$ cat config.mk
export PLATFORM = sky130hd
export DESIGN_NAME = status_led_blink_sequencer
export DESIGN_NICKNAME = d
export VERILOG_FILES = /design/src/rtl/slbs_pkg.sv /design/src/rtl/status_led_blink_sequencer.sv
export SDC_FILE = /design/constraint.sdc
export NUM_CORES = 1
export LEC_CHECK = 0
export BUFFER_PORTS_ARGS = -buffer_cell sky130_fd_sc_hd__buf_4
export CAP_MARGIN = 20
export CORE_UTILIZATION = 61
export DETAILED_ROUTE_END_ITERATION = 8
export GPL_TIMING_DRIVEN = 0
export PLACE_DENSITY = 0.94
export SYNTH_ARGS = -nofsm -noshare
export SYNTH_HDL_FRONTEND = slang
export SYNTH_SLANG_ARGS = --single-unit
$ cat constraint.sdc
create_clock -name clock -period 6.56 [get_ports clock]
set_input_delay 1.968 -clock clock [delete_from_list [all_inputs] [get_ports clock]]
set_output_delay 1.968 -clock clock [all_outputs]
set_load 0.03 [all_outputs]
$ cat src/rtl/slbs_pkg.sv
`timescale 1ns / 1ps
// ----------------------------------------------------------------------------
// Status LED blink sequencer package
// Shared types, register indexes and color tables for the blink sequencer.
// ----------------------------------------------------------------------------
package slbs_pkg;

   localparam int COLOUR_COUNT = 7;
   localparam int COLOUR_W     = 3;
   localparam int TIME_W       = 32;
   localparam int CSR_W        = 16;
   localparam int CSR_IDX_W    = 2;

   localparam logic [COLOUR_W-1:0] COLOUR_NONE = COLOUR_W'(COLOUR_COUNT);

   // Pin levels: bit 0 red, bit 1 green, bit 2 blue; a low bit lights the pin.
   localparam logic [2:0] PINS_DARK = 3'b111;

   localparam logic [CSR_IDX_W-1:0] CSR_SCAN_PERIOD = 2'd0;
   localparam logic [CSR_IDX_W-1:0] CSR_LIT_TIME    = 2'd1;
   localparam logic [CSR_IDX_W-1:0] CSR_DARK_TIME   = 2'd2;

   localparam logic [CSR_W-1:0] SCAN_PERIOD_RESET = 16'd2000;
   localparam logic [CSR_W-1:0] LIT_TIME_RESET    = 16'd300;
   localparam logic [CSR_W-1:0] DARK_TIME_RESET   = 16'd200;

   typedef enum logic [1:0] {
      MODE_IDLE    = 2'd0,
      MODE_SHOWING = 2'd1,
      MODE_GAP     = 2'd2
   } mode_type;

   // Active-low pin pattern for each color index.
   function automatic logic [2:0] colour_pins(input logic [COLOUR_W-1:0] idx);
      logic [2:0] pins;
      unique case (idx)
         3'd0:    pins = 3'b110;   // red
         3'd1:    pins = 3'b101;   // green
         3'd2:    pins = 3'b011;   // blue
         3'd3:    pins = 3'b010;   // purple
         3'd4:    pins = 3'b100;   // yellow
         3'd5:    pins = 3'b001;   // cyan
         3'd6:    pins = 3'b000;   // white
         default: pins = PINS_DARK;
      endcase
      return pins;
   endfunction

   // Lowest set mask bit at or after start; COLOUR_NONE when there is none.
   function automatic logic [COLOUR_W-1:0] scan_from(
      input logic [COLOUR_COUNT-1:0] mask,
      input logic [COLOUR_W:0]       start
   );
      logic [COLOUR_W-1:0] idx;
      logic                found;
      idx   = COLOUR_NONE;
      found = 1'b0;
      for (int i = 0; i < COLOUR_COUNT; i++) begin
         if (!found && (COLOUR_W'(i) >= start) && mask[i]) begin
            idx   = COLOUR_W'(i);
            found = 1'b1;
         end
      end
      return idx;
   endfunction

endpackage

$ cat src/rtl/status_led_blink_sequencer.sv
`timescale 1ns / 1ps
// ----------------------------------------------------------------------------
// Status LED blink sequencer
// Walks the active colors of a seven-color mask on an active-low RGB LED.
// ----------------------------------------------------------------------------
// Usage:
//   Each beat on the req_ channel is one update tick: a free-running 32-bit
//   timestamp and a mask of active colors. Every accepted tick yields exactly
//   one beat on the rsp_ channel with the three pin levels and the phase
//   (0 idle, 1 showing, 2 gap) after the tick.
//   The csr_ port writes the scan period (0), the lit time (1) and the
//   dark time (2); other indexes are ignored. Write only while idle.
//   The result beat is valid in the cycle after its tick is accepted. A tick
//   can be accepted every cycle while rsp_ready is high; the state update
//   and the priority scan finish in the cycle of acceptance and the result
//   lands in one output register. When the receiver stalls, the output
//   register holds its beat and req_ready drops until that beat is taken.
//   A synchronous reset restores the register defaults (2000, 300, 200),
//   puts the machine in idle with the LED dark and empties the output.
// ----------------------------------------------------------------------------
module status_led_blink_sequencer (
   input  logic                                clock,
   input  logic                                reset,
   input  logic                                req_valid,
   output logic                                req_ready,
   input  logic [slbs_pkg::TIME_W-1:0]         req_now_time,
   input  logic [slbs_pkg::COLOUR_COUNT-1:0]   req_active_mask,
   output logic                                rsp_valid,
   input  logic                                rsp_ready,
   output logic                                rsp_red_level,
   output logic                                rsp_green_level,
   output logic                                rsp_blue_level,
   output logic [1:0]                          rsp_phase,
   input  logic                                csr_write_en,
   input  logic [slbs_pkg::CSR_IDX_W-1:0]      csr_index,
   input  logic [slbs_pkg::CSR_W-1:0]          csr_wdata
);
   import slbs_pkg::*;

   logic [CSR_W-1:0]    scan_period_ff;
   logic [CSR_W-1:0]    lit_time_ff;
   logic [CSR_W-1:0]    dark_time_ff;

   mode_type            mode_ff, mode_in;
   logic [TIME_W-1:0]   phase_start_ff, phase_start_in;
   logic [COLOUR_W-1:0] colour_ff, colour_in;
   logic [2:0]          pins_ff, pins_in;

   logic                rsp_valid_ff;
   logic [2:0]          rsp_pins_ff;
   mode_type            rsp_mode_ff;

   logic                accept;
   logic [TIME_W-1:0]   elapsed;
   logic [COLOUR_W-1:0] next_colour;
   logic [COLOUR_W-1:0] first_colour;

   assign req_ready = !rsp_valid_ff || rsp_ready;
   assign accept    = req_valid && req_ready;
   assign elapsed   = req_now_time - phase_start_ff;

   assign next_colour  = scan_from(req_active_mask, {1'b0, colour_ff} + 4'd1);
   assign first_colour = scan_from(req_active_mask, '0);

   always_ff @(posedge clock) begin
      if (reset) begin
         scan_period_ff <= SCAN_PERIOD_RESET;
         lit_time_ff    <= LIT_TIME_RESET;
         dark_time_ff   <= DARK_TIME_RESET;
      end else if (csr_write_en) begin
         unique case (csr_index)
            CSR_SCAN_PERIOD: scan_period_ff <= csr_wdata;
            CSR_LIT_TIME:    lit_time_ff    <= csr_wdata;
            CSR_DARK_TIME:   dark_time_ff   <= csr_wdata;
            default: ;
         endcase
      end
   end

   always_comb begin
      mode_in        = mode_ff;
      phase_start_in = phase_start_ff;
      colour_in      = colour_ff;
      pins_in        = pins_ff;
      unique case (mode_ff)
         MODE_SHOWING: begin
            if (elapsed >= TIME_W'(lit_time_ff)) begin
               pins_in        = PINS_DARK;
               colour_in      = next_colour;
               mode_in        = (next_colour != COLOUR_NONE) ? MODE_GAP : MODE_IDLE;
               phase_start_in = req_now_time;
            end
         end
         MODE_GAP: begin
            if (elapsed >= TIME_W'(dark_time_ff)) begin
               pins_in        = colour_pins(colour_ff);
               mode_in        = MODE_SHOWING;
               phase_start_in = req_now_time;
            end
         end
         default: begin
            mode_in = MODE_IDLE;
            // An empty scan leaves the start time alone, so it retries each tick.
            if (elapsed >= TIME_W'(scan_period_ff)) begin
               colour_in = first_colour;
               if (first_colour != COLOUR_NONE) begin
                  pins_in        = colour_pins(first_colour);
                  mode_in        = MODE_SHOWING;
                  phase_start_in = req_now_time;
               end
            end
         end
      endcase
   end

   always_ff @(posedge clock) begin
      if (reset) begin
         mode_ff        <= MODE_IDLE;
         phase_start_ff <= '0;
         colour_ff      <= '0;
         pins_ff        <= PINS_DARK;
      end else if (accept) begin
         mode_ff        <= mode_in;
         phase_start_ff <= phase_start_in;
         colour_ff      <= colour_in;
         pins_ff        <= pins_in;
      end
   end

   always_ff @(posedge clock) begin
      if (reset) begin
         rsp_valid_ff <= 1'b0;
      end else if (accept) begin
         rsp_valid_ff <= 1'b1;
      end else if (rsp_ready) begin
         rsp_valid_ff <= 1'b0;
      end
   end

   always_ff @(posedge clock) begin
      if (accept) begin
         rsp_pins_ff <= pins_in;
         rsp_mode_ff <= mode_in;
      end
   end

   assign rsp_valid       = rsp_valid_ff;
   assign rsp_red_level   = rsp_pins_ff[0];
   assign rsp_green_level = rsp_pins_ff[1];
   assign rsp_blue_level  = rsp_pins_ff[2];
   assign rsp_phase       = rsp_mode_ff;

`ifndef SYNTHESIS
   a_showing_lit: assert property (@(posedge clock) disable iff (reset)
      mode_ff == MODE_SHOWING |-> pins_ff != PINS_DARK)
      else $error("LED dark while showing a color");

   a_gap_dark: assert property (@(posedge clock) disable iff (reset)
      mode_ff == MODE_GAP |-> pins_ff == PINS_DARK)
      else $error("LED lit during the gap");

   a_gap_colour: assert property (@(posedge clock) disable iff (reset)
      mode_ff == MODE_GAP |-> colour_ff != COLOUR_NONE)
      else $error("Gap entered without a pending color");

   a_result_follows: assert property (@(posedge clock) disable iff (reset)
      accept |=> rsp_valid_ff && rsp_mode_ff == mode_ff && rsp_pins_ff == pins_ff)
      else $error("Result beat does not match the updated state");
`endif

endmodule

Word-level counts from Yosys, hierarchy flattened

Cells that the tools add are included.

Bitwise logic cells: 1
Magnitude comparators: 10
Reductions and logical operators: 46
Multiplexer cells: 49
Add/sub/neg operators: 2
Equal/unequal tests: 20

Operator list:

| cell                  | number |
|---|---|
| $mux W32              | 4 |
| $ge A32 B16 Y1        | 3 |
| $pmux W32 S2          | 1 |
| $mux W3               | 20 |
| $pmux W3 S7           | 2 |
| $sub A32 B32 Y32      | 1 |
| $logic_and A1 B1 Y1   | 20 |
| $eq A3 B3 Y1 const B  | 6 |
| $mux W1               | 16 |
| $logic_not A1 Y1      | 13 |
| $eq A3 B2 Y1 const B  | 4 |
| $ge A3 B4 Y1 const A  | 3 |
| $pmux W3 S2           | 2 |
| $ge A1 B4 Y1 const A  | 2 |
| $ge A2 B4 Y1 const A  | 2 |
| $eq A3 B1 Y1 const B  | 2 |
| $logic_not A3 Y1      | 2 |
| $mux W2               | 3 |
| $ne A3 B3 Y1 const B  | 2 |
| $reduce_and A2 Y1     | 3 |
| $reduce_bool A3 Y1    | 2 |
| $reduce_and A5 Y1     | 1 |
| $add A3 B1 Y4 const B | 1 |
| $eq A2 B1 Y1 const B  | 2 |
| other kinds (8)       | 11 |

Register bits: 94
Input bits: 62
Logic and storage cells: 138
Output and inout port bits: 7

Logic depth before layout (Yosys ltp)

Gate-level depths: netlist (run 1).

Word-level depth: 32
Depth in mapped cells: 22
Gate-level depth less buffers: 21

Worst setup path after synthesis (run 1)

No wires, ideal clock.

Kind: input-to-reg
From: in req_now_time[0] in the netlist's numbering
To: reg phase_start_ff[10]
Arrival: 5.464 ns
Slack: 0.968 ns
Stages on the path: 21
Library setup time: 0.128 ns
Required time: 6.432 ns
Path buffers: 1
Cells stage by stage: inv_1 > ha_1 > inv_1 > fa_1 > a211oi_2 > o21ai_1 > a21oi_2 > xnor2_1 > ha_1 > nand3_1 > a211o_1 > o221a_2 > o31ai_1 > a41oi_1 > nand2_1 > nand2_1 > a21o_1 > a221oi_4 > buf_6 > mux2i_1 > nor2_1

Longest elaborated chain between the ends: 4
Elaborated cells between the ends (all ways): 8
Those cells by class: add/sub: 1; order compare: 3; eq/ne: 2; reduce/logical: 2

RTL lines:

| element                                                             | line                                                                                                  | RTL |
|---|---|---|
| start, declared                                                     | status_led_blink_sequencer.sv:26                                                                      | `input logic [slbs_pkg::TIME_W-1:0] req_now_time,` |
| $sub A32 B32 Y32 *                                                  | status_led_blink_sequencer.sv:60                                                                      | `assign elapsed = req_now_time - phase_start_ff;` |
| $ge A32 B16 Y1 (on tied branches)                                   | status_led_blink_sequencer.sv:95, status_led_blink_sequencer.sv:87, status_led_blink_sequencer.sv:104 |  |
| $ne A2 B2 Y1 (no source line) or $reduce_bool A3 Y1 (tied branches) | -                                                                                                     |  |
| $reduce_and A5 Y1 (no source line) *                                | -                                                                                                     |  |
| end signal, assigned                                                | status_led_blink_sequencer.sv:124                                                                     | `phase_start_ff <= phase_start_in;` |
| end, declared                                                       | status_led_blink_sequencer.sv:45                                                                      | `logic [TIME_W-1:0] phase_start_ff, phase_start_in;` |

Every way passes the cells marked *; elsewhere a longest branch is shown, timed or not.
A chain may end at the register's enable or synchronous reset.

Worst setup path in the final report (run 1)

From: in req_now_time[0] in the netlist's numbering
To: reg phase_start_ff[2]

Same word-level chain as after synthesis.

==> results of run 1 <==
[kinds of logic after synthesis]
| family | synth area share (%) |
|---|---|
| XOR/XNOR | 3.00 |
| flip-flops | 26.5 |
| buffers and inverters | 7.46 |
| multiplexers | 4.83 |
| adder cells (fa/ha/maj) | 15.0 |
| AND/OR/NAND/NOR | 20.7 |
| AO/OA/AOI/OAI | 22.5 |
[Yosys cell counts (4+ instances only)]
cell and count:
nand2_1 139, a21oi_1 100, inv_1 99, nor2_1 94
dfxtp_1 89, ha_1 86, o21ai_0 43, mux2i_1 33
clkbuf_1 22, a21o_1 17, xnor2_1 17, nor3_1 16
nand3_1 15, a211o_1 14, a31oi_1 11, nand2b_1 9
and3_1 8, nand4_1 8, o211ai_1 8, xor2_1 8
nor2b_1 7, o31ai_1 7, a21oi_2 6, nand3b_1 6
o21a_1 6, o21ai_1 6, or2_2 6, edfxtp_1 5
a211oi_1 4, a22oi_1 4, or3_1 4
[power by group]
part	total, mW	switching (mW)	internal (mW)
combinational	0.674	0.404	0.270
sequential	0.627	0.0177	0.609
clock	0.520	0.240	0.280
[sequential cells by signal, summed over array words and instances (netlist names)]
name,cells
phase_start_ff,32
lit_time_ff,16
rsp_valid,1
rsp_phase,2
pins_ff,3
mode_ff,2
rsp_pins_ff,3
colour_ff,3
dark_time_ff,16
scan_period_ff,16
[repair_timing]
item	CTS	global route
resized for setup	0	1
setup endpoints to repair	0	23
buffers inserted	0	3
[per-layer routing]
layer / vias to the layer above / share of wire (%) / GRT usage (%)
met5: - / 0 / 0
met4: 0 / 3.1 / 15.4
met3: 64 / 7.0 / 4.74
met2: 335 / 49 / 52.2
met1: 3348 / 41 / 36.5
li1: 3514 / - / -
[worst max-delay path, cell delays in order]
cell	delay [ns]
buf_4	0.11
inv_1	0.05
ha_1	0.16
inv_1	0.05
fa_1	0.43
a211oi_2	0.28
o21ai_1	0.19
a21oi_2	0.30
xnor2_1	0.19
ha_1	0.34
nand4_1	0.11
a21oi_1	0.18
nand2_1	0.07
o21ai_0	0.35
a31oi_2	0.25
nand2_1	0.15
nand2_1	0.09
a21o_1	0.18
a221oi_4	0.27
buf_4	0.20
buf_6	0.18
mux2i_1	0.23
nor2_1	0.05
[through the flow]
stage	power [mW]	setup slack [ns]	instances	setup TNS [ns]	utilization [%]
after floorplan	1.10	0.968	962	0	-
after global placement	1.25	0.0881	1172	0	69.3
after detailed placement	1.28	-0.0386	1172	-0.320	69.3
after CTS	1.80	0.317	1188	0	71.8
after global routing	1.92	0.120	1191	0	72.1
final	1.82	0.396	1191	0	72.1
[worst max path at each step]
| stage | slack (ns) | end | start | cells past startpoint |
|---|---|---|---|---|
| floorplan | 0.97 | phase_start_ff[10] | req_now_time[0] | 21 |
| global placement | 0.09 | phase_start_ff[3] | req_now_time[0] | 22 |
| detailed placement | -0.04 | phase_start_ff[15] | req_now_time[0] | 22 |
| CTS | 0.32 | phase_start_ff[15] | req_now_time[0] | 22 |
| global route | 0.12 | phase_start_ff[0] | req_now_time[0] | 21 |
| finish | 0.40 | phase_start_ff[2] | req_now_time[0] | 23 |
[area by class of cell]
| class | instances | area share (%) |
|---|---|---|
| multi-input cells | 735 | 58.2 |
| inverters | 99 | 4.48 |
| repair buffers | 70 | 6.33 |
| clock buffers | 11 | 3.04 |
| clock inverters | 5 | 0.467 |
| plain buffers | 34 | 2.08 |
| flip-flops and latches | 94 | 23.3 |
| well taps | 143 | 2.16 |
[placed cells by master (no fill, tap or decap), drive strengths merged, types with 3 or more instances in the layout]
master,synthesis,layout
nand2,140,140
a21oi,106,106
inv,99,101
nor2,94,94
dfxtp,89,89
ha,86,86
buf,12,82
o21ai,50,50
mux2i,33,33
clkbuf,22,33
a21o,17,17
xnor2,17,17
nor3,16,16
nand3,16,16
a211o,14,14
a31oi,11,11
nand2b,9,9
nand4,8,8
o211ai,8,8
and3,8,8
xor2,8,8
o31ai,8,8
nor2b,7,7
or2,7,7
a211oi,7,7
o21a,6,6
nand3b,6,6
nor4,6,6
edfxtp,5,5
a22oi,4,4
or3,4,4
and2,3,3
o21bai,3,3
a22o,3,3
a2111oi,3,3
a41oi,3,3
and4,3,3
a311oi,3,3
==> results.ini, run 1 <==
[sta]
fmax_mhz = 162
timing.final.crit_period_ns = 6.16
final.setup_skew_ns = 0.0104
tightest_slew_ns = 0.665
final_hold_viol_count = 0
period_share_pct = 94.0
whs_ns = 0.456
grt_setup_unrepaired = false
drv_slew = 0
finalSetupViolCount = 0
slew_headroom_pct = 55.2

[routing]
vias = 7261
ant_nets = 0
drc = 6
via_per_inst = 6.10
wl_per_cell_um = 15.5
drt_iter0_drc = 627
wirelength_um = 18500
drtPass1Iterations = 7

[synth]
synth_edf_count = 5
ys_seq_area_share_pct = 26.5
netlist.area_leader.share_pct = 24.4
ys.flop_type = dfxtp_1
postSynth.asyncResetShare_pct = 0
synth.distinct_cells = 69
synthesis.nets = 1111
synth.cell_area_um2 = 7300
ys_seq_elements = 94
avgSynthCellArea_um2 = 7.59
synth_area_leaders = dfxtp_1, ha_1, nand2_1
synth_top_cell_by_area = dfxtp_1
synth_cells = 962
yosys_warnings = 0

[die]
core_area_um2 = 11500
die_area_um2 = 12400
die_h_um = 111
die_x_um = 111
rows = 39
ios = 69
start_util_pct = 63.4

[place]
io_buffers = 67
place_area_um2 = 7980
gp_congestion = 0.906
dpl.hpwl_um = 14100

[clocking]
htree_levels = 3
cts_tree = yes
clockBufferDepth = 2
cts_made_buffers = 9
clkLatencyLatePin_ns = 0.36
postCtsHoldBufs = 0
cts_root_buffer = clkbuf_16
cts_sinks = 94
clk_pin_slew_ns = 0.07

[critical_path]
r2r_cells = 21
crit_path_max_fanout = 10
r2r-end = phase_start_ff[2]
end_kind = register
critPathKind = primary input to register
regToRegStartpoint = phase_start_ff[0]
r2r_slack_ns = 1.80
critPathRequiredTime_ns = 6.80
worstPathArrival_ns = 6.40
critPathLaunchType = primary input

[worst_hold_path]
hp-start = dark_time_ff[1]
hold_class = register to register
hold_end = dark_time_ff[1]
hold_depth = 2

[power_and_ir_drop]
power_density_nw_per_um2 = 219
ir_drop_mv = 0.131
p_leak_nw = 3.55

[finish]
area_delta_synth_final_pct = 13.7
fin_nets = 1192
finalInstanceArea_um2 = 8300
filler_cell_count = 826
seq_area_um2 = 1930
diodes = 0
drive_gt1_share_pct = 12.0
multi_input_area_um2 = 4830

[run]
cap_violations = 0

[global_route]
grt_max_degree = 17
antenna_found_initial = 0
grt_use_total_pct = 30.2
overflow = 0
grt_pass1_wl_um = 30700
grt_pass1_vias = 6879

[outcome]
violations = design-rule violations
outcome = finished with violations

Power figures use the tool's default switching activity.
==> run 2, diff against run 1 <==
--- a/config.mk
+++ b/config.mk
@@ -11,6 +11,7 @@
 export DETAILED_ROUTE_END_ITERATION = 8
 export GPL_TIMING_DRIVEN = 0
 export PLACE_DENSITY = 0.94
+export REMOVE_ABC_BUFFERS = 1
 export SYNTH_ARGS = -nofsm -noshare
 export SYNTH_HDL_FRONTEND = slang
 export SYNTH_SLANG_ARGS = --single-unit
==> run 2 against run 1 <==
  * The run still ends with design-rule violations left
  * Die area is the same
  * Flip-flop and latch count is the same
  * Hold slack gained 0.00075 ns
  * Critical path type unchanged
==> results.ini, run 2 (synthesis gave the netlist of run 1 again) <==
[outcome]
outcome = finished with violations  ; unchanged
violations = design-rule violations  ; unchanged

[finish]
drive_gt1_share_pct = 11.7  ; was 12.0%
final_common_cell = nand2_1  ; unchanged
finalInstanceArea_um2 = 8180  ; was 8300 µm²
fin_nets = 1161  ; was 1,192
largest_reg_flops = 32  ; unchanged
regMostFlops = phase_start_ff  ; unchanged
diodes = 0  ; unchanged
area_delta_synth_final_pct = 12.0  ; was 13.7%
final_cell_mix = nand2_1, a21oi_1, inv_1, nor2_1, dfxtp_1  ; unchanged

[global_route]
grt_pass1_vias = 6683  ; was 6,879
overflow = 0  ; unchanged
grt_use_total_pct = 29.1  ; was 30.2%
grt_pass1_wl_um = 29600  ; was 30,700 µm
grt_max_degree = 91  ; was 17
antenna_found_initial = 0  ; unchanged

[routing]
vias = 7002  ; was 7,261
drt_iter0_drc = 540  ; was 627
via_per_inst = 6.04  ; was 6.10
drc = 10  ; was 6
drtPass1Iterations = 8  ; was 7
wirelength_um = 17500  ; was 18,500 µm
wl_per_cell_um = 15.1  ; was 15.5 µm
ant_nets = 0  ; unchanged

[critical_path]
crit_path_max_fanout = 10  ; unchanged
end_kind = register  ; unchanged
path_common_cell = nand2_1  ; unchanged
cp_slowest_stage_delay_ns = 0.44  ; was 0.43 ns
critPathRequiredTime_ns = 6.76  ; was 6.80 ns
worstPathArrival_ns = 6.48  ; was 6.40 ns
cp_slowest_cell = fa_1  ; unchanged
critPathKind = primary input to register  ; unchanged
worstPathCellList = buf_4 -> inv_1 -> ha_1 -> inv_1 -> fa_1 -> a211oi_2 -> o21ai_1 -> a21oi_2 -> xnor2_1 -> ha_1 -> nand4_1 -> a21oi_1 -> nand2_1 -> o21ai_0 -> a31oi_1 -> nand2_1 -> nand2_1 -> a21o_1 -> a221oi_4 -> buf_8 -> buf_8 -> mux2i_1 -> nor2_1  ; was buf_4 -> inv_1 -> ha_1 -> inv_1 -> fa_1 -> a211oi_2 -> o21ai_1 -> a21oi_2 -> xnor2_1 -> ha_1 -> nand4_1 -> a21oi_1 -> nand2_1 -> o21ai_0 -> a31oi_2 -> nand2_1 -> nand2_1 -> a21o_1 -> a221oi_4 -> buf_4 -> buf_6 -> mux2i_1 -> nor2_1
critPathLaunchType = primary input  ; unchanged

[clocking]
cts_root_buffer = clkbuf_16  ; unchanged
cts_sinks = 94  ; unchanged
post_cts_buffers = 0  ; unchanged
clockBufferDepth = 2  ; unchanged
cts_made_buffers = 9  ; unchanged
clkLatencyLatePin_ns = 0.36  ; about the same
postCtsHoldBufs = 0  ; unchanged
cts_tree = yes  ; unchanged
clk_pin_slew_ns = 0.07  ; about the same
htree_levels = 3  ; unchanged
post_cts_resized = 0  ; unchanged

[place]
place_area_um2 = 7890  ; was 7980 µm²
io_buffers = 68  ; was 67
dp_slack_ns = 0.0227  ; was -0.0386 ns
gp_congestion = 0.920  ; was 0.906
dpl.hpwl_um = 13300  ; was 14,100 µm

[die]
ios = 69  ; unchanged
die_h_um = 111  ; unchanged
rows = 39  ; unchanged
core_area_um2 = 11500  ; unchanged
start_util_pct = 63.4  ; unchanged
die_area_um2 = 12400  ; unchanged
die_x_um = 111  ; unchanged

[worst_hold_path]
hold_class = register to register  ; unchanged

[sta]
drv_slew = 0  ; unchanged
grt_setup_unrepaired = false  ; unchanged
fmax_mhz = 159  ; was 162 MHz
final_hold_viol_count = 0  ; unchanged
finalSetupViolCount = 0  ; unchanged
tightest_slew_ns = 0.971  ; was 0.665 ns
final.setup_skew_ns = 0.00721  ; was 0.0104 ns
timing.final.crit_period_ns = 6.28  ; was 6.16 ns
period_share_pct = 95.7  ; was 94.0%
slew_headroom_pct = 35.0  ; was 55.2%
finalWorstSetupSlack_ns = 0.284  ; was 0.396 ns

[power_and_ir_drop]
total_power_mw = 1.79  ; was 1.82 mW
ir_drop_mv = 0.224  ; was 0.131 mV
p_leak_nw = 3.50  ; was 3.55 nW
power_density_nw_per_um2 = 219  ; about the same

[run]
cap_violations = 0  ; unchanged

-- run 2: cell types whose count changed in the layout (fill, tap and decap cells not counted), sizes merged --
cell / previous run / this run
buf: 82 / 73
clkbuf: 33 / 12
clkinvlp: 1 / 0
inv: 101 / 99
clkinv: 2 / 4
-- run 2: report_power, final --
part | total, mW | internal [mW] | switching (mW)
registers | 0.629 | 0.609 | 0.0197
clock network | 0.512 | 0.279 | 0.232
logic | 0.649 | 0.264 | 0.385
total | 1.79 | 1.15 | 0.638
-- run 2: critical path: cells and delay by family --
kind / cells / cell delay (ns)
AOI/OAI and AO/OA: 8 / 2.03
xor gates and xnor gates: 1 / 0.18
adders and majority gates: 3 / 0.93
buffers and inverters: 5 / 0.61
muxes: 1 / 0.24
and+or+nand+nor: 5 / 0.52
-- run 2: through the flow --
step,instances,TNS [ns],utilization (%),hold WS [ns]
global route,1160,0,71.0,0.485
floorplan,928,0,-,0.430
global placement,1139,-25.54,67.9,0.442
CTS,1160,0,71.0,0.456
finish,1160,0,71.0,0.457
detailed placement,1144,0,68.5,0.447
-- run 2: path summary, 6_finish.rpt --
check,start,slack (ns),to,cells past startpoint
worst max-delay path,req_now_time[0],0.28,phase_start_ff[9],23
worst min-delay path,scan_period_ff[12],0.46,scan_period_ff[12],2
worst max register to register,phase_start_ff[0],1.71,phase_start_ff[9],21
worst min register to register,scan_period_ff[12],0.46,scan_period_ff[12],2
-- run 2: final cells by class --
cell class | instances | area [µm²]
multi-input combinational | 735 | 4830
fill | 876 | 3340
sequential | 94 | 1930
timing repair buffer | 73 | 578
inverter | 99 | 372
clock buffer | 12 | 256
tap | 143 | 179
clock inverter | 4 | 31.3
-- run 2: metal layers --
| layer | wire length (µm) | vias to the layer above | GRT usage, % |
|---|---|---|---|
| li1 | - | 3447 | - |
| met1 | 7670 | 3270 | 36.6 |
| met2 | 8370 | 255 | 49.0 |
| met3 | 1200 | 30 | 5.88 |
| met4 | 307 | 0 | 11.3 |
| met5 | 0 | - | 0 |
